## config.mk

```make
export PLATFORM = sky130hd
export DESIGN_NAME = circular_queue_with_search_replace_core_flat
export DESIGN_NICKNAME = d
export VERILOG_FILES = /design/src/sv/cqsr_pkg.sv /design/src/sv/cqsr_in_if.sv /design/src/sv/cqsr_out_if.sv /design/src/sv/cqsr_mem.sv /design/src/sv/cqsr_seq.sv /design/src/sv/circular_queue_with_search_replace_core.sv /design/src/flat_wrapper.sv
export SDC_FILE = /design/constraint.sdc
export NUM_CORES = 1
export LEC_CHECK = 0
export BUFFER_PORTS_ARGS = -buffer_cell sky130_fd_sc_hd__buf_2
export CORE_MARGIN = 3
export CORE_UTILIZATION = 60
export DETAILED_ROUTE_END_ITERATION = 8
export PLACE_DENSITY = 0.78
export REMOVE_ABC_BUFFERS = 1
export SYNTH_ARGS = -nofsm -noshare
export SYNTH_HDL_FRONTEND = slang
export SYNTH_SLANG_ARGS = --single-unit
```

## constraint.sdc

```tcl
create_clock -name i_clk -period 4.2 [get_ports i_clk]
set_input_delay 0.42 -clock i_clk [delete_from_list [all_inputs] [get_ports i_clk]]
set_output_delay 0.42 -clock i_clk [all_outputs]
set_load 0.02 [all_outputs]
```

## src/sv/cqsr_pkg.sv

```systemverilog
`timescale 1ns / 1ps
package cqsr_pkg;

    localparam int DATA_W = 32;

    typedef enum logic [1:0] {
        FUNC_INSERT  = 2'd0,
        FUNC_DELETE  = 2'd1,
        FUNC_MODIFY  = 2'd2,
        FUNC_DISPLAY = 2'd3
    } t_func;

    typedef enum logic [1:0] {
        ST_OK        = 2'd0,
        ST_FULL      = 2'd1,
        ST_EMPTY     = 2'd2,
        ST_NOT_FOUND = 2'd3
    } t_status;

    typedef enum logic [1:0] {
        S_IDLE,
        S_EXEC,
        S_DEL_RD,
        S_WALK
    } t_state;

    typedef struct packed {
        logic                     valid;
        t_status                  status;
        logic signed [DATA_W-1:0] data;
        logic                     last;
    } t_result;

endpackage

```

## src/sv/cqsr_in_if.sv

```systemverilog
`timescale 1ns / 1ps
interface cqsr_in_if;
    logic                                valid;
    logic                                ready;
    logic [1:0]                          func;
    logic signed [cqsr_pkg::DATA_W-1:0]  value;
    logic signed [cqsr_pkg::DATA_W-1:0]  old_value;

    modport source (output valid, output func, output value, output old_value, input ready);
    modport sink   (input valid, input func, input value, input old_value, output ready);
endinterface

```

## src/sv/cqsr_out_if.sv

```systemverilog
`timescale 1ns / 1ps
interface cqsr_out_if;
    logic                                valid;
    logic                                ready;
    logic [1:0]                          status;
    logic signed [cqsr_pkg::DATA_W-1:0]  data;
    logic                                last;

    modport source (output valid, output status, output data, output last, input ready);
    modport sink   (input valid, input status, input data, input last, output ready);
endinterface

```

## src/sv/cqsr_mem.sv

```systemverilog
`timescale 1ns / 1ps
module cqsr_mem #(
    parameter int DEPTH = 8,
    parameter int IW    = 3
) (
    input  logic                               i_clk,
    input  logic                               i_wr_en,
    input  logic [IW-1:0]                      i_wr_addr,
    input  logic signed [cqsr_pkg::DATA_W-1:0] i_wr_data,
    input  logic                               i_rd_en,
    input  logic [IW-1:0]                      i_rd_addr,
    output logic signed [cqsr_pkg::DATA_W-1:0] o_rd_data
);

    logic signed [cqsr_pkg::DATA_W-1:0] r_mem [DEPTH];
    logic signed [cqsr_pkg::DATA_W-1:0] r_rd_data;

    always_ff @(posedge i_clk) begin
        if (i_wr_en) begin
            r_mem[i_wr_addr] <= i_wr_data;
        end
    end

    // read data holds while no read is issued
    always_ff @(posedge i_clk) begin
        if (i_rd_en) begin
            r_rd_data <= r_mem[i_rd_addr];
        end
    end

    assign o_rd_data = r_rd_data;

endmodule

```

## src/sv/cqsr_seq.sv

```systemverilog
`timescale 1ns / 1ps
module cqsr_seq #(
    parameter int DEPTH = 8,
    parameter int IW    = 3,
    parameter int CW    = 4
) (
    input  logic                               i_clk,
    input  logic                               i_rst_n,
    input  logic                               i_in_valid,
    output logic                               o_in_ready,
    input  cqsr_pkg::t_func                    i_func,
    input  logic signed [cqsr_pkg::DATA_W-1:0] i_value,
    input  logic signed [cqsr_pkg::DATA_W-1:0] i_old_value,
    input  logic                               i_out_free,
    output cqsr_pkg::t_result                  o_res,
    output logic                               o_wr_en,
    output logic [IW-1:0]                      o_wr_addr,
    output logic signed [cqsr_pkg::DATA_W-1:0] o_wr_data,
    output logic                               o_rd_en,
    output logic [IW-1:0]                      o_rd_addr,
    input  logic signed [cqsr_pkg::DATA_W-1:0] i_rd_data
);

    localparam logic [IW-1:0] LastIdx = IW'(DEPTH - 1);
    localparam logic [CW-1:0] Full    = CW'(DEPTH);

    cqsr_pkg::t_state                   r_state, n_state;
    cqsr_pkg::t_func                    r_func, n_func;
    logic signed [cqsr_pkg::DATA_W-1:0] r_value, n_value;
    logic signed [cqsr_pkg::DATA_W-1:0] r_old, n_old;
    logic [IW-1:0]                      r_head, n_head;
    logic [IW-1:0]                      r_tail, n_tail;
    logic [CW-1:0]                      r_count, n_count;
    logic [IW-1:0]                      r_ptr, n_ptr;
    logic [CW-1:0]                      r_left, n_left;
    logic                               match;

    function automatic logic [IW-1:0] f_next(input logic [IW-1:0] idx);
        return (idx == LastIdx) ? '0 : idx + 1'b1;
    endfunction

    // the one comparator, shared by every step of the modify walk
    assign match = (i_rd_data == r_old);

    always_ff @(posedge i_clk) begin
        if (!i_rst_n) begin
            r_state <= cqsr_pkg::S_IDLE;
            r_head  <= '0;
            r_tail  <= '0;
            r_count <= '0;
            r_ptr   <= '0;
            r_left  <= '0;
        end else begin
            r_state <= n_state;
            r_head  <= n_head;
            r_tail  <= n_tail;
            r_count <= n_count;
            r_ptr   <= n_ptr;
            r_left  <= n_left;
        end
    end

    always_ff @(posedge i_clk) begin
        r_func  <= n_func;
        r_value <= n_value;
        r_old   <= n_old;
    end

    always_comb begin
        n_state    = r_state;
        n_func     = r_func;
        n_value    = r_value;
        n_old      = r_old;
        n_head     = r_head;
        n_tail     = r_tail;
        n_count    = r_count;
        n_ptr      = r_ptr;
        n_left     = r_left;
        o_in_ready = 1'b0;
        o_res      = '0;
        o_wr_en    = 1'b0;
        o_wr_addr  = r_ptr;
        o_wr_data  = r_value;
        o_rd_en    = 1'b0;
        o_rd_addr  = r_head;

        unique case (r_state)
            cqsr_pkg::S_IDLE: begin
                o_in_ready = 1'b1;
                if (i_in_valid) begin
                    n_func  = i_func;
                    n_value = i_value;
                    n_old   = i_old_value;
                    n_state = cqsr_pkg::S_EXEC;
                end
            end

            cqsr_pkg::S_EXEC: begin
                unique case (r_func)
                    cqsr_pkg::FUNC_INSERT: begin
                        if (i_out_free) begin
                            o_res.valid = 1'b1;
                            o_res.last  = 1'b1;
                            n_state     = cqsr_pkg::S_IDLE;
                            if (r_count == Full) begin
                                o_res.status = cqsr_pkg::ST_FULL;
                            end else begin
                                o_res.status = cqsr_pkg::ST_OK;
                                o_wr_en      = 1'b1;
                                // an empty queue restarts at index zero
                                if (r_count == '0) begin
                                    o_wr_addr = '0;
                                    n_head    = '0;
                                    n_tail    = '0;
                                end else begin
                                    o_wr_addr = f_next(r_tail);
                                    n_tail    = f_next(r_tail);
                                end
                                n_count = r_count + 1'b1;
                            end
                        end
                    end
                    cqsr_pkg::FUNC_DELETE,
                    cqsr_pkg::FUNC_MODIFY,
                    cqsr_pkg::FUNC_DISPLAY: begin
                        if (r_count == '0) begin
                            if (i_out_free) begin
                                o_res.valid  = 1'b1;
                                o_res.status = cqsr_pkg::ST_EMPTY;
                                o_res.last   = 1'b1;
                                n_state      = cqsr_pkg::S_IDLE;
                            end
                        end else begin
                            o_rd_en   = 1'b1;
                            o_rd_addr = r_head;
                            n_ptr     = r_head;
                            n_left    = r_count;
                            n_state   = (r_func == cqsr_pkg::FUNC_DELETE) ?
                                        cqsr_pkg::S_DEL_RD : cqsr_pkg::S_WALK;
                        end
                    end
                    default: begin
                        n_state = cqsr_pkg::S_IDLE;
                    end
                endcase
            end

            cqsr_pkg::S_DEL_RD: begin
                if (i_out_free) begin
                    o_res.valid  = 1'b1;
                    o_res.status = cqsr_pkg::ST_OK;
                    o_res.data   = i_rd_data;
                    o_res.last   = 1'b1;
                    n_state      = cqsr_pkg::S_IDLE;
                    n_count      = r_count - 1'b1;
                    // last entry out: indices stay put
                    if (r_count != CW'(1)) begin
                        n_head = f_next(r_head);
                    end
                end
            end

            cqsr_pkg::S_WALK: begin
                if (r_func == cqsr_pkg::FUNC_DISPLAY) begin
                    if (i_out_free) begin
                        o_res.valid  = 1'b1;
                        o_res.status = cqsr_pkg::ST_OK;
                        o_res.data   = i_rd_data;
                        o_res.last   = (r_left == CW'(1));
                        if (r_left == CW'(1)) begin
                            n_state = cqsr_pkg::S_IDLE;
                        end else begin
                            o_rd_en   = 1'b1;
                            o_rd_addr = f_next(r_ptr);
                            n_ptr     = f_next(r_ptr);
                            n_left    = r_left - 1'b1;
                        end
                    end
                end else if (match) begin
                    if (i_out_free) begin
                        o_wr_en      = 1'b1;
                        o_wr_addr    = r_ptr;
                        o_res.valid  = 1'b1;
                        o_res.status = cqsr_pkg::ST_OK;
                        o_res.last   = 1'b1;
                        n_state      = cqsr_pkg::S_IDLE;
                    end
                end else if (r_left == CW'(1)) begin
                    if (i_out_free) begin
                        o_res.valid  = 1'b1;
                        o_res.status = cqsr_pkg::ST_NOT_FOUND;
                        o_res.last   = 1'b1;
                        n_state      = cqsr_pkg::S_IDLE;
                    end
                end else begin
                    o_rd_en   = 1'b1;
                    o_rd_addr = f_next(r_ptr);
                    n_ptr     = f_next(r_ptr);
                    n_left    = r_left - 1'b1;
                end
            end

            default: begin
                n_state = cqsr_pkg::S_IDLE;
            end
        endcase
    end

`ifndef SYNTHESIS
    a_count_bound: assert property (@(posedge i_clk) disable iff (!i_rst_n)
        r_count <= Full)
        else $error("entry count above depth");

    a_res_needs_room: assert property (@(posedge i_clk) disable iff (!i_rst_n)
        o_res.valid |-> i_out_free)
        else $error("result issued while output register busy");

    a_last_ends_item: assert property (@(posedge i_clk) disable iff (!i_rst_n)
        (o_res.valid && o_res.last) |=> (r_state == cqsr_pkg::S_IDLE))
        else $error("sequencer not idle after final result");

    a_walk_in_range: assert property (@(posedge i_clk) disable iff (!i_rst_n)
        (r_state == cqsr_pkg::S_WALK) |-> (r_left != '0 && r_left <= r_count))
        else $error("walk counter out of range");

    a_write_grows: assert property (@(posedge i_clk) disable iff (!i_rst_n)
        (o_wr_en && r_state == cqsr_pkg::S_EXEC) |=> (r_count == $past(r_count) + 1'b1))
        else $error("insert did not grow the queue");
`endif

endmodule

```

## src/sv/circular_queue_with_search_replace_core.sv

```systemverilog
`timescale 1ns / 1ps
// Circular queue of signed 32-bit words with insert, delete, modify and display.
// Input channel i_in carries func, value and old_value; output channel o_out
// carries status, data and last, one transfer per result. last marks the final
// result of an item; display gives one result per stored entry, every other
// operation exactly one.
// The block takes one item at a time: i_in.ready is high only while the
// sequencer is idle. Insert writes the entry and loads its result from the
// execute state; delete reads the head entry, then loads it as the result;
// modify and display step across the stored entries from the head, one
// read at a time, set by the single read port of the entry memory and the
// one comparator; delete, modify and display on an empty queue answer from
// the execute state. Every result passes through the output register.
// A stalled receiver holds the result in the output register; the sequencer
// waits there and resumes without loss once o_out.ready returns.
// Synchronous active-low reset empties the queue and zeroes head and tail;
// entry contents are left as they are and never read before being written.
module circular_queue_with_search_replace_core #(
    parameter int DEPTH = 8
) (
    input  logic      i_clk,
    input  logic      i_rst_n,
    cqsr_in_if.sink   i_in,
    cqsr_out_if.source o_out
);

    localparam int IW = $clog2(DEPTH);
    localparam int CW = $clog2(DEPTH + 1);

    cqsr_pkg::t_result                  res;
    logic                               out_free;
    logic                               wr_en;
    logic [IW-1:0]                      wr_addr;
    logic signed [cqsr_pkg::DATA_W-1:0] wr_data;
    logic                               rd_en;
    logic [IW-1:0]                      rd_addr;
    logic signed [cqsr_pkg::DATA_W-1:0] rd_data;

    logic                               r_out_valid;
    cqsr_pkg::t_status                  r_status;
    logic signed [cqsr_pkg::DATA_W-1:0] r_data;
    logic                               r_last;

    assign out_free = !r_out_valid || o_out.ready;

    cqsr_seq #(
        .DEPTH (DEPTH),
        .IW    (IW),
        .CW    (CW)
    ) u_seq (
        .i_clk       (i_clk),
        .i_rst_n     (i_rst_n),
        .i_in_valid  (i_in.valid),
        .o_in_ready  (i_in.ready),
        .i_func      (cqsr_pkg::t_func'(i_in.func)),
        .i_value     (i_in.value),
        .i_old_value (i_in.old_value),
        .i_out_free  (out_free),
        .o_res       (res),
        .o_wr_en     (wr_en),
        .o_wr_addr   (wr_addr),
        .o_wr_data   (wr_data),
        .o_rd_en     (rd_en),
        .o_rd_addr   (rd_addr),
        .i_rd_data   (rd_data)
    );

    cqsr_mem #(
        .DEPTH (DEPTH),
        .IW    (IW)
    ) u_mem (
        .i_clk     (i_clk),
        .i_wr_en   (wr_en),
        .i_wr_addr (wr_addr),
        .i_wr_data (wr_data),
        .i_rd_en   (rd_en),
        .i_rd_addr (rd_addr),
        .o_rd_data (rd_data)
    );

    always_ff @(posedge i_clk) begin
        if (!i_rst_n) begin
            r_out_valid <= 1'b0;
        end else if (res.valid) begin
            r_out_valid <= 1'b1;
        end else if (o_out.ready) begin
            r_out_valid <= 1'b0;
        end
    end

    always_ff @(posedge i_clk) begin
        if (res.valid) begin
            r_status <= res.status;
            r_data   <= res.data;
            r_last   <= res.last;
        end
    end

    assign o_out.valid  = r_out_valid;
    assign o_out.status = r_status;
    assign o_out.data   = r_data;
    assign o_out.last   = r_last;

endmodule
```

## src/flat_wrapper.sv

```systemverilog
// flat-port wrapper written by rule: the top's interface ports become plain ports
module circular_queue_with_search_replace_core_flat 
#(
    parameter int DEPTH = 8
)
  (i_clk, i_rst_n, i_in_valid, i_in_func, i_in_value, i_in_old_value, i_in_ready, o_out_valid, o_out_status, o_out_data, o_out_last, o_out_ready);
  cqsr_in_if i_in_i ();
  cqsr_out_if o_out_i ();
  input  logic i_clk;
  input  logic i_rst_n;
  input wire logic [$bits(i_in_i.valid)-1:0] i_in_valid;
  input wire logic [$bits(i_in_i.func)-1:0] i_in_func;
  input wire logic [$bits(i_in_i.value)-1:0] i_in_value;
  input wire logic [$bits(i_in_i.old_value)-1:0] i_in_old_value;
  output wire logic [$bits(i_in_i.ready)-1:0] i_in_ready;
  output wire logic [$bits(o_out_i.valid)-1:0] o_out_valid;
  output wire logic [$bits(o_out_i.status)-1:0] o_out_status;
  output wire logic [$bits(o_out_i.data)-1:0] o_out_data;
  output wire logic [$bits(o_out_i.last)-1:0] o_out_last;
  input wire logic [$bits(o_out_i.ready)-1:0] o_out_ready;
  assign i_in_i.valid = i_in_valid;
  assign i_in_i.func = i_in_func;
  assign i_in_i.value = i_in_value;
  assign i_in_i.old_value = i_in_old_value;
  assign i_in_ready = i_in_i.ready;
  assign o_out_valid = o_out_i.valid;
  assign o_out_status = o_out_i.status;
  assign o_out_data = o_out_i.data;
  assign o_out_last = o_out_i.last;
  assign o_out_i.ready = o_out_ready;
  circular_queue_with_search_replace_core #(.DEPTH(DEPTH)) u_core (.i_clk(i_clk), .i_rst_n(i_rst_n), .i_in(i_in_i), .o_out(o_out_i));
endmodule
```

; After elaboration in Yosys (flattened, before gate mapping)
; Memories as Yosys holds them, arrays and structs flattened. A register that Yosys moved wholly into a read port is not among the register bits.
; Cells that the tools add are included.
[totals]
register_bits = 121
latch_bits = 0
ramBits = 256
romBits = 0
input_bits = 70
out_inout_bits = 37
word_cells = 152
memories = 1
[mem_list]
columns = memory, words, width, rd, rd_clocked_by_memory_dff, write_ports, line_no
row1 = u_core.u_mem.r_mem, 8, 32, 1, 1, 1, cqsr_mem.sv:15  ; logic signed [cqsr_pkg::DATA_W-1:0] r_mem [DEPTH];
[classes]
n_addsub = 6
multipliers = 0
div = 0
n_lt_le_gt_ge = 0
eq_ne = 26
shift = 0
mux = 90
bitwise_logic = 1
n_reduce_logical = 15
[op_table]
columns = op, count
row1 = 3-bit 2-to-1 mux, 33
row2 = 36-bit 2-to-1 mux, 2
row3 = 32-bit one-hot mux with 2 select lines, 1
row4 = 4-bit 2-to-1 mux, 10
row5 = 32-bit == test, 1
row6 = 32-bit 2-to-1 mux, 1
row7 = 1-bit 2-to-1 mux, 23
row8 = 3-bit one-hot mux with 2 select lines, 3
row9 = 2-bit 2-to-1 mux, 8
row10 = 4-bit one-hot mux with 2 select lines, 2
row11 = "2-bit != test, second input constant", 5
row12 = 5-bit AND reduction, 2
row13 = "3-bit by 1-bit adder with 3-bit output, second input constant", 3
row14 = "3-bit == test, second input constant", 3
row15 = "3-bit != test, second input constant", 3
row16 = 3-bit one-hot mux with 3 select lines, 1
row17 = "2-bit == test, second input constant", 4
row18 = "2-bit by 1-bit != test with 1-bit output, second input constant", 4
row19 = 2-bit one-hot mux with 4 select lines, 1
row20 = 4-bit AND reduction, 2
row21 = "4-bit by 1-bit subtractor with 4-bit output, second input constant", 2
row22 = 7-bit AND reduction, 1
row23 = 1-bit one-hot mux with 2 select lines, 3
row24 = 2-bit nonzero test, 3
row25 = other kinds (15), 17

; Depth between registers and ports, before layout
; Gate-level depths: netlist of the first run.
[logic_depth]
depth_word = 8
depth_mapped = 11
ltp_nobuf = 10

; Modules after synthesis
; From an unflattened synthesis of the first run, not the netlist that was laid out.
[unflattened]
hier_cells = 787
area_unflattened_um2 = 15890.2
[by_module_without_submodules]
columns = module, n_inst, cells_per_inst, area_per_inst_um2, seq_area_each_um2
row1 = cqsr_mem, 1, 415, 10786.6, 8648.3
row2 = cqsr_seq, 1, 333, 4003.8, 2362.3
row3 = circular_queue_with_search_replace_core, 1, 39, 1099.8, 1071.0

; Worst setup path after synthesis of the first run
; No wires, ideal clock.
[synth_timing]
path_type = register -> register
start = register u_core.u_seq.r_old[12] in the netlist's numbering
end = memory u_core.u_mem.r_mem[5][0] in the netlist's numbering (enable)
setup_ns = 0.421
arrival_time_ns = 2.858
t_required_ns = 3.779
slack_ns = 0.921
stages_incl_launch_ff = 8
path_buffers = 0
synth_period_minus_slack_ns = 3.279
path_cell_list = edfxtp_1 > xnor2_1 > nand4_1 > nor4_4 > nand2_1 > nor2_1 > a41oi_1 > nor2_1
[synth_between]
elab_chain_cells = 6
[synth_lines]
columns = element, line_no
row1 = from (decl), cqsr_seq.sv:30  ; logic signed [cqsr_pkg::DATA_W-1:0] r_old, n_old;
row2 = from (signal assigned), cqsr_seq.sv:66  ; r_old <= n_old;
row3 = 32-bit == test, cqsr_seq.sv:43  ; assign match = (i_rd_data == r_old);
row4 = 1-bit 2-to-1 mux, cqsr_seq.sv:179  ; end else if (match) begin
row5 = 1-bit 2-to-1 mux, cqsr_seq.sv:164  ; if (r_func == cqsr_pkg::FUNC_DISPLAY) begin
row6 = 1-bit one-hot mux with 2 select lines, cqsr_seq.sv:87  ; unique case (r_state)
row7 = 1-bit 2-to-1 mux, cqsr_mem.sv:19  ; if (i_wr_en) begin
row8 = 1-bit 2-to-1 mux (not written as such), cqsr_mem.sv:20  ; r_mem[i_wr_addr] <= i_wr_data;
row9 = to (decl), cqsr_mem.sv:15
; Every way passes these cells.

; Worst setup path after layout of the first run
[layout_timing]
start = register u_core.u_seq.r_state[1]
end = register u_core.u_mem.r_rd_data (netlist bit u_core.u_mem.o_rd_data[5]) (read register of u_core.u_mem.r_mem) (data pin)
[layout_between]
elab_chain_cells = 2
elab_cells_between_ends = 4
classes_between = eq/ne: 2 / mux: 2
[layout_lines]
columns = element, line_no
row1 = from (decl), cqsr_seq.sv:27  ; cqsr_pkg::t_state r_state, n_state;
row2 = from (signal assigned), cqsr_seq.sv:47  ; r_state <= cqsr_pkg::S_IDLE;
row3 = from (signal assigned), cqsr_seq.sv:54  ; r_state <= n_state;
row4 = 2-bit == test or 2-bit by 1-bit == test with 1-bit output (tied branches), cqsr_seq.sv:87
row5 = 1-bit one-hot mux with 2 select lines or 3-bit 2-to-1 mux (tied branches), -
row6 = to (decl), cqsr_mem.sv:16  ; logic signed [cqsr_pkg::DATA_W-1:0] r_rd_data;
; Several ways; a longest one is shown, not always the timed one.
; A chain may end at the register's enable or synchronous reset.

==> results of run 1 <==
## per-layer routing
metal | wire, µm | track usage, % | part of all wire, % | vias up
met5 | 0 | 0 | 0 | -
met1 | 14900 | 36.0 | 39 | 5211
met4 | 911 | 9.27 | 2.4 | 0
met2 | 18400 | 41.5 | 48 | 637
met3 | 3840 | 4.41 | 10 | 77
li1 | - | - | - | 4672
## registers in the layout, summed over array words and instances (netlist names)
| signal | cells |
|---|---|
| u_core.u_seq.r_head | 3 |
| u_core.u_seq.r_ptr | 3 |
| u_core.u_seq.r_old | 32 |
| u_core.u_seq.r_tail | 3 |
| u_core.u_seq.r_count | 4 |
| u_core.o_out.last | 1 |
| u_core.u_seq.r_left | 4 |
| u_core.o_out.data | 32 |
| u_core.o_out.status | 2 |
| u_core.u_seq.r_state | 2 |
| u_core.u_mem.o_rd_data | 32 |
| u_core.u_mem.r_mem | 256 |
| u_core.o_out.valid | 1 |
| u_core.u_seq.r_func | 2 |
| u_core.u_seq.o_wr_data | 32 |
## worst max-delay path: stages, from the launching register on
cell     delay, ns
dfxtp_1       0.52
inv_1         0.19
nor2_1        0.44
o21ai_1       0.41
o21ai_4       1.00
buf_12        0.34
a32oi_1       0.10
a22oi_1       0.36
a211o_1       0.20
## cell usage in the layout (no fill, tap or decap), types with 7 or more instances in the layout
| master | count |
|---|---|
| clkbuf_1 | 7 |
| dfxtp_1 | 20 |
| a21oi_1 | 74 |
| nand2_1 | 36 |
| a22oi_1 | 32 |
| nor2_1 | 13 |
| nor2_2 | 8 |
| a311oi_1 | 32 |
| ha_1 | 11 |
| buf_4 | 27 |
| clkbuf_16 | 41 |
| nand4_1 | 11 |
| a21boi_0 | 9 |
| xnor2_1 | 34 |
| a32oi_1 | 31 |
| edfxtp_1 | 389 |
| clkinv_2 | 8 |
| a211o_1 | 31 |
| o21ai_0 | 125 |
| clkinv_1 | 8 |
| nand3_1 | 67 |
| inv_1 | 9 |
| and2_1 | 39 |
| o21ai_1 | 15 |
| buf_2 | 106 |
## cell families (layout without fill, tap and decap cells)
group | after synthesis | count (layout) | synth area share, %
AO/OA/AOI/OAI | 379 | 379 | 14.9
XOR/XNOR | 35 | 35 | 1.86
adder cells (fa/ha/maj) | 11 | 11 | 0.834
buffers and inverters | 96 | 221 | 2.66
flip-flops | 409 | 409 | 73.2
multiplexers | 2 | 2 | 0.121
AND/OR/NAND/NOR | 201 | 201 | 6.47
## power by group
group | internal [mW] | leakage, nW | switching (mW) | total [mW]
combinational | 0.252 | 2.13 | 0.512 | 0.764
sequential | 4.75 | 3.72 | 0.135 | 4.89
clock | 2.06 | 0.630 | 1.45 | 3.51
total | 7.06 | 6.48 | 2.10 | 9.16
## path summary, 6_finish.rpt
kind | slack, ns | endpoint | cells past startpoint
worst max-delay path | 0.47 | u_core.u_mem.o_rd_data[5] | 8
worst min-delay path | 0.06 | u_core.u_seq.r_old[15] | 1
worst max register to register | 0.47 | u_core.u_mem.o_rd_data[5] | 8
worst min register to register | 0.48 | u_core.u_seq.r_tail[1] | 2
## through the flow
stage | setup WS (ns) | power, mW
2_1_floorplan | -0.732 | 5.41
3_3_place_gp | 0.690 | 5.71
3_5_place_dp | 0.622 | 5.73
4_1_cts | 0.535 | 9.20
5_1_grt | 0.327 | 9.46
6_report | 0.471 | 9.16
## area by class of cell
cell class                      count  area [µm²]
Fill cell                        1727        8250
Sequential cell                   409       12100
Tap cell                          341         427
Clock buffer                       49        1070
Timing Repair Buffer              139         853
Clock inverter                     24         223
Inverter                            9        33.8
Multi-Input combinational cell    628        4090
==> results.json, run 1 <==
{
  "synthToLayoutAreaGrowth_pct": 13.8,
  "final_antenna_net_count": 0,
  "cts_inserted_buffers": 41,
  "fin_cells": 1599,
  "min_from": "i_in_old_value[15]",
  "htree_levels": 2,
  "layout.cell_area.non_filler_um2": 18800,
  "worst_ir_drop_vdd_mv": 0.318,
  "post-dp-hpwl_mm": 21.1,
  "hold_violations": 0,
  "yosysSeqAreaShare_pct": 73.2,
  "yosysTopAreaCellShare_pct": 70.8,
  "viasPerCell": 6.63,
  "synth_commonest_cells": "edfxtp_1, o21ai_0, a21oi_1",
  "cts.repair.resized": 0,
  "io_pins": 107,
  "yosys_warnings": 0,
  "synth_area_leaders": "edfxtp_1, o21ai_0, dfxtp_1, a21oi_1, nand3_1",
  "grt_overflow": 0,
  "max_freq_ghz": 0.268,
  "path_max_fanout": 47,
  "clk_pin_slew_ns": 0.06,
  "hold_ws_ns": 0.0632,
  "syn_area_per_cell_um2": 14.6,
  "clock_path_buffers": 3,
  "ys.flop_type": "edfxtp_1",
  "post-cts-setup-buffers": 0,
  "critical_path_class": "flop to flop",
  "power_density_nw_per_um2": 488,
  "antenna_found_initial": 0,
  "n_antenna_cell": 0,
  "layout-drive-gt1-share_pct": 17.7,
  "critPathCaptureType": "flop",
  "fin_skew_ns": 0.0147,
  "drv_cap": 0,
  "cts_tree": "yes",
  "status": "finished clean",
  "synth_most_common_cell": "edfxtp_1",
  "drt_pass1_iterations": 6,
  "fin_setup_tns_ns": 0,
  "startpoint": "u_core.u_seq.r_state[1]",
  "synthArstFlopShare_pct": 0,
  "tightest_slew_ns": 1.16,
  "initial_core_util_pct": 61.1,
  "crit_arrival_ns": 4.12,
  "die-area_um2": 29500,
  "layout.nets": 1309,
  "via_count": 10597,
  "dp_cells": 1526,
  "timing.rr.start": "u_core.u_seq.r_state[1]",
  "dpl-instance-area_um2": 17500,
  "finalCriticalPeriod_ns": 3.73,
  "drc": 0,
  "core_um2": 27000,
  "crit_required_ns": 4.59,
  "finalCoreUtilization_pct": 69.5,
  "rsz0062_at_grt": "false",
  "clkSinkCount": 409,
  "synth_top_cell_by_area": "edfxtp_1",
  "syn_area_um2": 16500,
  "p_leak_nw": 6.48,
  "synth_edf_count": 389,
  "synth_cells": 1133,
  "worstSetupStartpointType": "flop",
  "port_buffers": 106,
  "slew_headroom_pct": 22.0,
  "finalWeightedCongestion": 0.824,
  "grt_pass1_vias": 10636,
  "drtIter0Drc": 1510,
  "die_h_um": 172,
  "grt_pass1_wl_mm": 58.5,
  "maxSlewViolCount": 0,
  "drt_wl_total_mm": 38.0,
  "min_path_type": "input port to flop",
  "holdBufCountCts": 0,
  "grt_max_degree": 95,
  "fin_crit_sh_pct": 88.8,
  "fp-row-count": 60,
  "die_x_um": 172,
  "ys_ff_latch": 409,
  "ys_types": 52,
  "clk-insertion-delay-late_ns": 0.53,
  "wl_per_cell_um": 23.8,
  "grt_usage_pct": 25.7,
  "setup_viol": 0,
  "cts-root-buf": "clkbuf_16"
}
(Power assumes the default switching activity.)
==> run 2, diff against run 1 <==
ABC_AREA = 1   (was unset)
==> run 2 against run 1 <==
  * Cell count is 37% higher
  * Combinational power is 140% higher
  * Highest routed layer unchanged
  * Total power is 15% higher
  * Routed wire length is 9.3% higher
  * Clock skew is 0.0093 ns higher
  * Sequential cell count stayed put
  * Synthesized cell count is 47% higher
  * Via count is 15% higher
  * Setup slack better by 0.55 ns
  * First-iteration DRC count is 7.2% lower
==> results.json, run 2 <==
{
  "status": "finished clean",
  "die_h_um": 178,
  "startpoint": "u_core.u_mem.o_rd_data[2]",
  "fin_skew_ns": 0.0240,
  "switching_power_mw": 2.98,
  "hold_violations": 0,
  "synth_most_common_cell": "nand2_1",
  "max_freq_ghz": 0.314,
  "via_count": 12164,
  "wl_per_cell_um": 19.0,
  "drt_pass1_iterations": 6,
  "drc": 0,
  "grt_max_degree": 129,
  "timing.final.ws_setup_ns": 1.02,
  "total_power_mw": 10.5,
  "drt_wl_total_mm": 41.5,
  "htree_levels": 2,
  "final_common_cell": "nand2_1",
  "layout.cell_area.non_filler_um2": 20000,
  "synthToLayoutAreaGrowth_pct": 12.6,
  "pwr-share-seq_pct": 47.7,
  "synth_cells": 1669,
  "synth_area_leaders": "edfxtp_1, nand2_1, nand3_1, inv_1, dfxtp_1",
  "min_path_type": "input port to flop",
  "grt_overflow": 0,
  "synth_commonest_cells": "nand2_1, edfxtp_1, inv_1",
  "ys.flop_type": "edfxtp_1",
  "maxSlewViolCount": 0,
  "cts_tree": "yes",
  "holdBufCountCts": 0,
  "drv_cap": 0,
  "grt_usage_pct": 26.7,
  "clkSinkCount": 409,
  "clk-insertion-delay-late_ns": 0.55,
  "syn_area_per_cell_um2": 10.6,
  "path_max_fanout": 32,
  "synthArstFlopShare_pct": 0,
  "cts_inserted_buffers": 43,
  "dpl-instance-area_um2": 18600,
  "finalWeightedCongestion": 0.830,
  "yosysTopAreaCellShare_pct": 65.7,
  "grt_pass1_wl_mm": 64.4,
  "post-dp-hpwl_mm": 23.4,
  "antenna_found_initial": 0,
  "p_int_mw": 7.52,
  "io_pins": 107,
  "fin_setup_tns_ns": 0,
  "yosysSeqAreaShare_pct": 68.0,
  "port_buffers": 106,
  "synth_top_cell_by_area": "edfxtp_1",
  "timing.rr.start": "u_core.u_mem.o_rd_data[2]",
  "synth_edf_count": 389,
  "final_antenna_net_count": 0,
  "rrSetupSlack_ns": 1.02,
  "min_from": "i_in_value[16]",
  "core_um2": 28900,
  "fin_cells": 2190,
  "crit_arrival_ns": 3.35,
  "initial_core_util_pct": 61.4,
  "critPathCaptureType": "flop",
  "viasPerCell": 5.55,
  "n_antenna_cell": 0,
  "drtIter0Drc": 1401,
  "finalCriticalPeriod_ns": 3.18,
  "ys_ff_latch": 409,
  "pwr-share-clk_pct": 34.9,
  "finalCoreUtilization_pct": 69.2,
  "min_path_cells": 1,
  "layout-drive-gt1-share_pct": 12.2,
  "worstSetupStartpointType": "flop",
  "tightest_slew_ns": 1.03,
  "p_leak_nw": 8.56,
  "min_to": "u_core.u_seq.o_wr_data[16]",
  "yosys_warnings": 0,
  "worst_ir_drop_vdd_mv": 0.361,
  "p_sw_share_pct": 28.4,
  "die-area_um2": 31700,
  "grt_pass1_vias": 12027,
  "fin_crit_sh_pct": 75.8,
  "crit_required_ns": 4.36,
  "cts.repair.resized": 0,
  "dp_cells": 2111,
  "setup_viol": 0,
  "combPwrFrac_pct": 17.4,
  "regMostFlops": "u_core.u_mem.r_mem",
  "fill_cells": 2033,
  "layout.nets": 1853,
  "syn_area_um2": 17800,
  "hold_ws_ns": 0.0465,
  "die_x_um": 178,
  "place_ws_ns": 1.07,
  "ys_types": 33,
  "slew_headroom_pct": 31.0,
  "clock_path_buffers": 3,
  "critical_path_class": "flop to flop",
  "post-cts-setup-buffers": 0,
  "rr_worst_depth": 12,
  "clk_pin_slew_ns": 0.06,
  "rsz0062_at_grt": "false",
  "power_density_nw_per_um2": 525,
  "most-common-layout-cells": "nand2_1, edfxtp_1, inv_1",
  "largest_register_ffs": 256,
  "fp-row-count": 62,
  "reg2reg_to": "u_core.u_mem.r_mem[6][26]",
  "cts-root-buf": "clkbuf_16"
}
==> run 2: cell types whose count changed in the layout (fill, tap and decap cells not counted), sizes merged, moves of 34 or more <==
cell   change
and2      -40
a21oi     -59
inv      +308
nand3    +200
nand2    +384
o21ai    -122
nor2      +34
==> run 2: worst max-delay path, cell delays in order, from the launching register on <==
cell and delay [ns]:
edfxtp_1 0.42, xnor2_1 0.34, nand2_1 0.10, nor2_1 0.09, nand2_1 0.08, nor2_2 0.13
nand2_2 0.12, inv_1 0.09, nand2_1 0.09, o31ai_1 0.33, nand2_1 0.31, nor2_4 0.14
buf_4 0.55
==> run 2: kinds of logic (layout without fill, tap and decap cells) <==
kind of cell / count (synthesis) / in the layout / synth area share (%)
AO/OA/AOI/OAI: 56 / 56 / 1.88
buffers and inverters: 389 / 526 / 9.16
adder cells (fa/ha/maj): 11 / 11 / 0.775
flip-flops: 409 / 409 / 68.0
XOR/XNOR: 22 / 22 / 1.08
AND/OR/NAND/NOR: 782 / 782 / 19.1
==> run 2: area by class of cell <==
class                           count  area (µm²)  area share (%)
Multi-Input combinational cell    871        4160            20.8
Tap cell                          384         480            2.40
Timing Repair Buffer              128         733            3.66
Clock buffer                       53        1150            5.77
Inverter                          319        1200            5.98
Clock inverter                     26         211            1.06
Sequential cell                   409       12100            60.4
==> run 2: power groups by stage <==
stage	clock network [mW]	registers [mW]	logic, mW
global placement	0	5.08	1.76
detailed placement	0	5.09	1.79
finish	3.66	5.01	1.82
global route	3.87	5.04	2.02
CTS	3.70	5.01	1.81
floorplan	0	5.15	1.10
==> run 2: routing by layer <==
layer  track usage, %  up-vias  routed length [µm]
li1                 -     5666                   -
met1             34.8     5677               15600
met2             43.6      697               20000
met3             4.75      124                4000
met4             13.1        0                1940
met5                0        -                   0
==> run 2: worst max path at each step <==
stage,to,slack [ns],cells past startpoint
2_1_floorplan,u_core.u_mem.o_rd_data[0],-0.76,8
3_3_place_gp,u_core.u_mem.r_mem[3][4],1.18,12
3_5_place_dp,u_core.u_mem.r_mem[4][0],1.07,12
4_1_cts,u_core.u_mem.r_mem[4][4],1.02,12
5_1_grt,u_core.u_mem.r_mem[6][23],0.85,12
6_report,u_core.u_mem.r_mem[6][26],1.02,12
==> run 3, diff against run 2 <==
CORE_UTILIZATION = 55   (was 60)
PLACE_DENSITY = 0.75   (was 0.78)
clock period = 2.7 ns   (was 4.2 ns; I/O delays follow)
==> run 3 against run 2 <==
  * The flow now finishes with violations (negative setup slack)
  * Setup slack lost 1.1 ns
  * Register-to-register slack lost 1.1 ns
  * Clock-buffer cell count is 4 lower
  * Critical path depth up 3
  * Global-route usage shrank 1.5 points
  * Sequential cell count unchanged
  * First-iteration DRC count up 41%
  * Sequential share of layout area decreased by 6.6 points
  * Non-clock buffer count rose by 144
  * Total power up 64%
  * Worst hold slack better by 0.022 ns
  * Die area increased by 8.8%
  * Largest cell class unchanged
==> results.json, run 3 (synthesized netlist as in run 2, its figures left out) <==
{
  "p_int_mw": 12.1,
  "io_pins": 107,
  "setup_viol": 209,
  "critPathSlowestCell": "edfxtp_1",
  "clock_path_buffers": 3,
  "grt_pass1_vias": 12263,
  "die-area_um2": 34500,
  "grt_pass1_wl_mm": 66.7,
  "reg2reg_to": "u_core.u_mem.r_mem[3][7]",
  "worstSetupStartpointType": "flop",
  "maxSlewViolCount": 0,
  "path_delay_family": "simple AND/OR/NAND/NOR gates",
  "hold_ws_ns": 0.0687,
  "max_freq_ghz": 0.353,
  "finalCoreUtilization_pct": 70.9,
  "grt_usage_pct": 25.2,
  "grt_overflow": 0,
  "power_density_nw_per_um2": 765,
  "rsz0062_at_grt": "true",
  "worst_ir_drop_vdd_mv": 0.765,
  "grt_max_degree": 67,
  "clkSinkCount": 409,
  "crit_required_ns": 2.95,
  "path_max_fanout": 6,
  "hold_violations": 0,
  "fin_skew_ns": 0.0213,
  "cts-root-buf": "clkbuf_16",
  "port_buffers": 106,
  "largest_register_ffs": 256,
  "min_path_cells": 3,
  "timing.rr.start": "u_core.u_mem.o_rd_data[26]",
  "total_power_mw": 17.2,
  "htree_levels": 2,
  "cts_inserted_buffers": 42,
  "layout.nets": 2000,
  "min_from": "i_rst_n",
  "layout-drive-gt1-share_pct": 18.0,
  "timing.final.ws_setup_ns": -0.130,
  "status": "finished, violations left",
  "path_cells": "xnor2_2, nand2_2, nor2_1, nand2_1, nor2_2, nand2_2, inv_2, nand2_4, o31ai_4, buf_6, nand2_4, buf_8, nor2_4, buf_12, clkbuf_16",
  "synthToLayoutAreaGrowth_pct": 26.5,
  "drtIter0Drc": 1975,
  "cts_tree": "yes",
  "min_to": "u_core.o_out.valid",
  "drv_cap": 0,
  "clk_pin_slew_ns": 0.06,
  "core_um2": 31700,
  "rrSetupSlack_ns": -0.13,
  "n_antenna_cell": 0,
  "p_sw_share_pct": 29.8,
  "drc": 0,
  "fin_crit_sh_pct": 105,
  "post-dp-hpwl_mm": 26.6,
  "via_count": 13382,
  "final_common_cell": "nand2_1",
  "slowest_delay_ns": 0.46,
  "most-common-layout-cells": "nand2_1, edfxtp_1, inv_1",
  "fp-row-count": 65,
  "final_antenna_net_count": 0,
  "clk-insertion-delay-late_ns": 0.55,
  "rr_worst_depth": 15,
  "finalWeightedCongestion": 0.891,
  "combPwrFrac_pct": 22.4,
  "switching_power_mw": 5.13,
  "initial_core_util_pct": 56.0,
  "critPathCaptureType": "flop",
  "antenna_found_initial": 0,
  "crit_arrival_ns": 3.08,
  "worst-path-buf-inv": 5,
  "viasPerCell": 5.70,
  "regMostFlops": "u_core.u_mem.r_mem",
  "tightest_slew_ns": 0.644,
  "die_x_um": 186,
  "slew_headroom_pct": 56.9,
  "p_leak_nw": 9.62,
  "wl_per_cell_um": 21.5,
  "pwr-share-clk_pct": 32.0,
  "critical_path_class": "flop to flop",
  "fin_setup_tns_ns": -9.57,
  "drt_wl_total_mm": 50.4,
  "violations": "negative setup slack",
  "die_h_um": 186,
  "pwr-share-seq_pct": 45.6,
  "finalCriticalPeriod_ns": 2.83,
  "min_path_type": "input port to flop",
  "drt_pass1_iterations": 6
}
## run 3: worst register-to-register path, cell delays in order (launching register included)
cell and delay, ns:
edfxtp_1 0.46, xnor2_2 0.27, nand2_2 0.13, nor2_1 0.17, nand2_1 0.09, nor2_2 0.12, nand2_2 0.08, inv_2 0.10
nand2_4 0.06, o31ai_4 0.23, buf_6 0.15, nand2_4 0.05, buf_8 0.16, nor2_4 0.12, buf_12 0.16, clkbuf_16 0.18
## run 3: through the flow
stage                     setup slack [ns]  area, µm²  instances
final                               -0.130      22500       2347
after global routing                -0.277      22500       2347
after detailed placement            0.0324      19300       2166
after CTS                         0.000135      21200       2302
after global placement              0.0320      19300       2166
after floorplan                      -2.26      17300       1599
## run 3: final cells by class
type                            instances  area, µm²
Sequential cell                       409      12100
Timing Repair inverter                  1       16.3
Fill cell                            2020       9240
Clock inverter                         21        184
Tap cell                              402        503
Multi-Input combinational cell        874       4470
Timing Repair Buffer                  272       2910
Inverter                              319       1220
Clock buffer                           49       1100
## run 3: worst max path at each step
stage / startpoint / end / slack, ns / depth (start not counted)
after global routing: u_core.u_mem.o_rd_data[26] / u_core.u_mem.r_mem[3][13] / -0.28 / 15
after detailed placement: u_core.u_seq.r_old[23] / u_core.u_mem.r_mem[3][15] / 0.03 / 14
after CTS: u_core.u_seq.r_old[25] / u_core.u_mem.r_mem[3][20] / 0.0001 / 16
final: u_core.u_mem.o_rd_data[26] / u_core.u_mem.r_mem[3][7] / -0.13 / 15
after floorplan: u_core.u_seq.r_state[1] / u_core.u_mem.o_rd_data[0] / -2.26 / 8
after global placement: u_core.u_seq.r_old[23] / u_core.u_mem.r_mem[3][26] / 0.03 / 14
## run 3: repair_timing
item                                   4_1_cts  5_1_grt
setup buffers                                0       12
resized for setup                            1       99
hold buffers                                66        0
endpoints found under the hold margin       66        0
gates cloned                                 0       34
pin swaps                                    0       24
setup endpoints to repair                    3      288
## run 3: power by group through the flow
stage / Combinational [mW] / Sequential [mW] / Clock (mW)
2_1_floorplan: 1.71 / 8.01 / 0
3_3_place_gp: 2.97 / 7.93 / 0
3_5_place_dp: 3.04 / 7.95 / 0
4_1_cts: 3.15 / 7.82 / 5.51
5_1_grt: 4.11 / 7.88 / 5.82
6_report: 3.86 / 7.85 / 5.50
## run 3: layer usage
layer | up-vias | global-route usage [%] | part of all wire (%)
met1 | 6317 | 34.4 | 37
met2 | 897 | 41.5 | 47
met5 | - | 0 | 0
met4 | 0 | 9.77 | 5.2
met3 | 193 | 3.54 | 10
li1 | 5975 | - | -
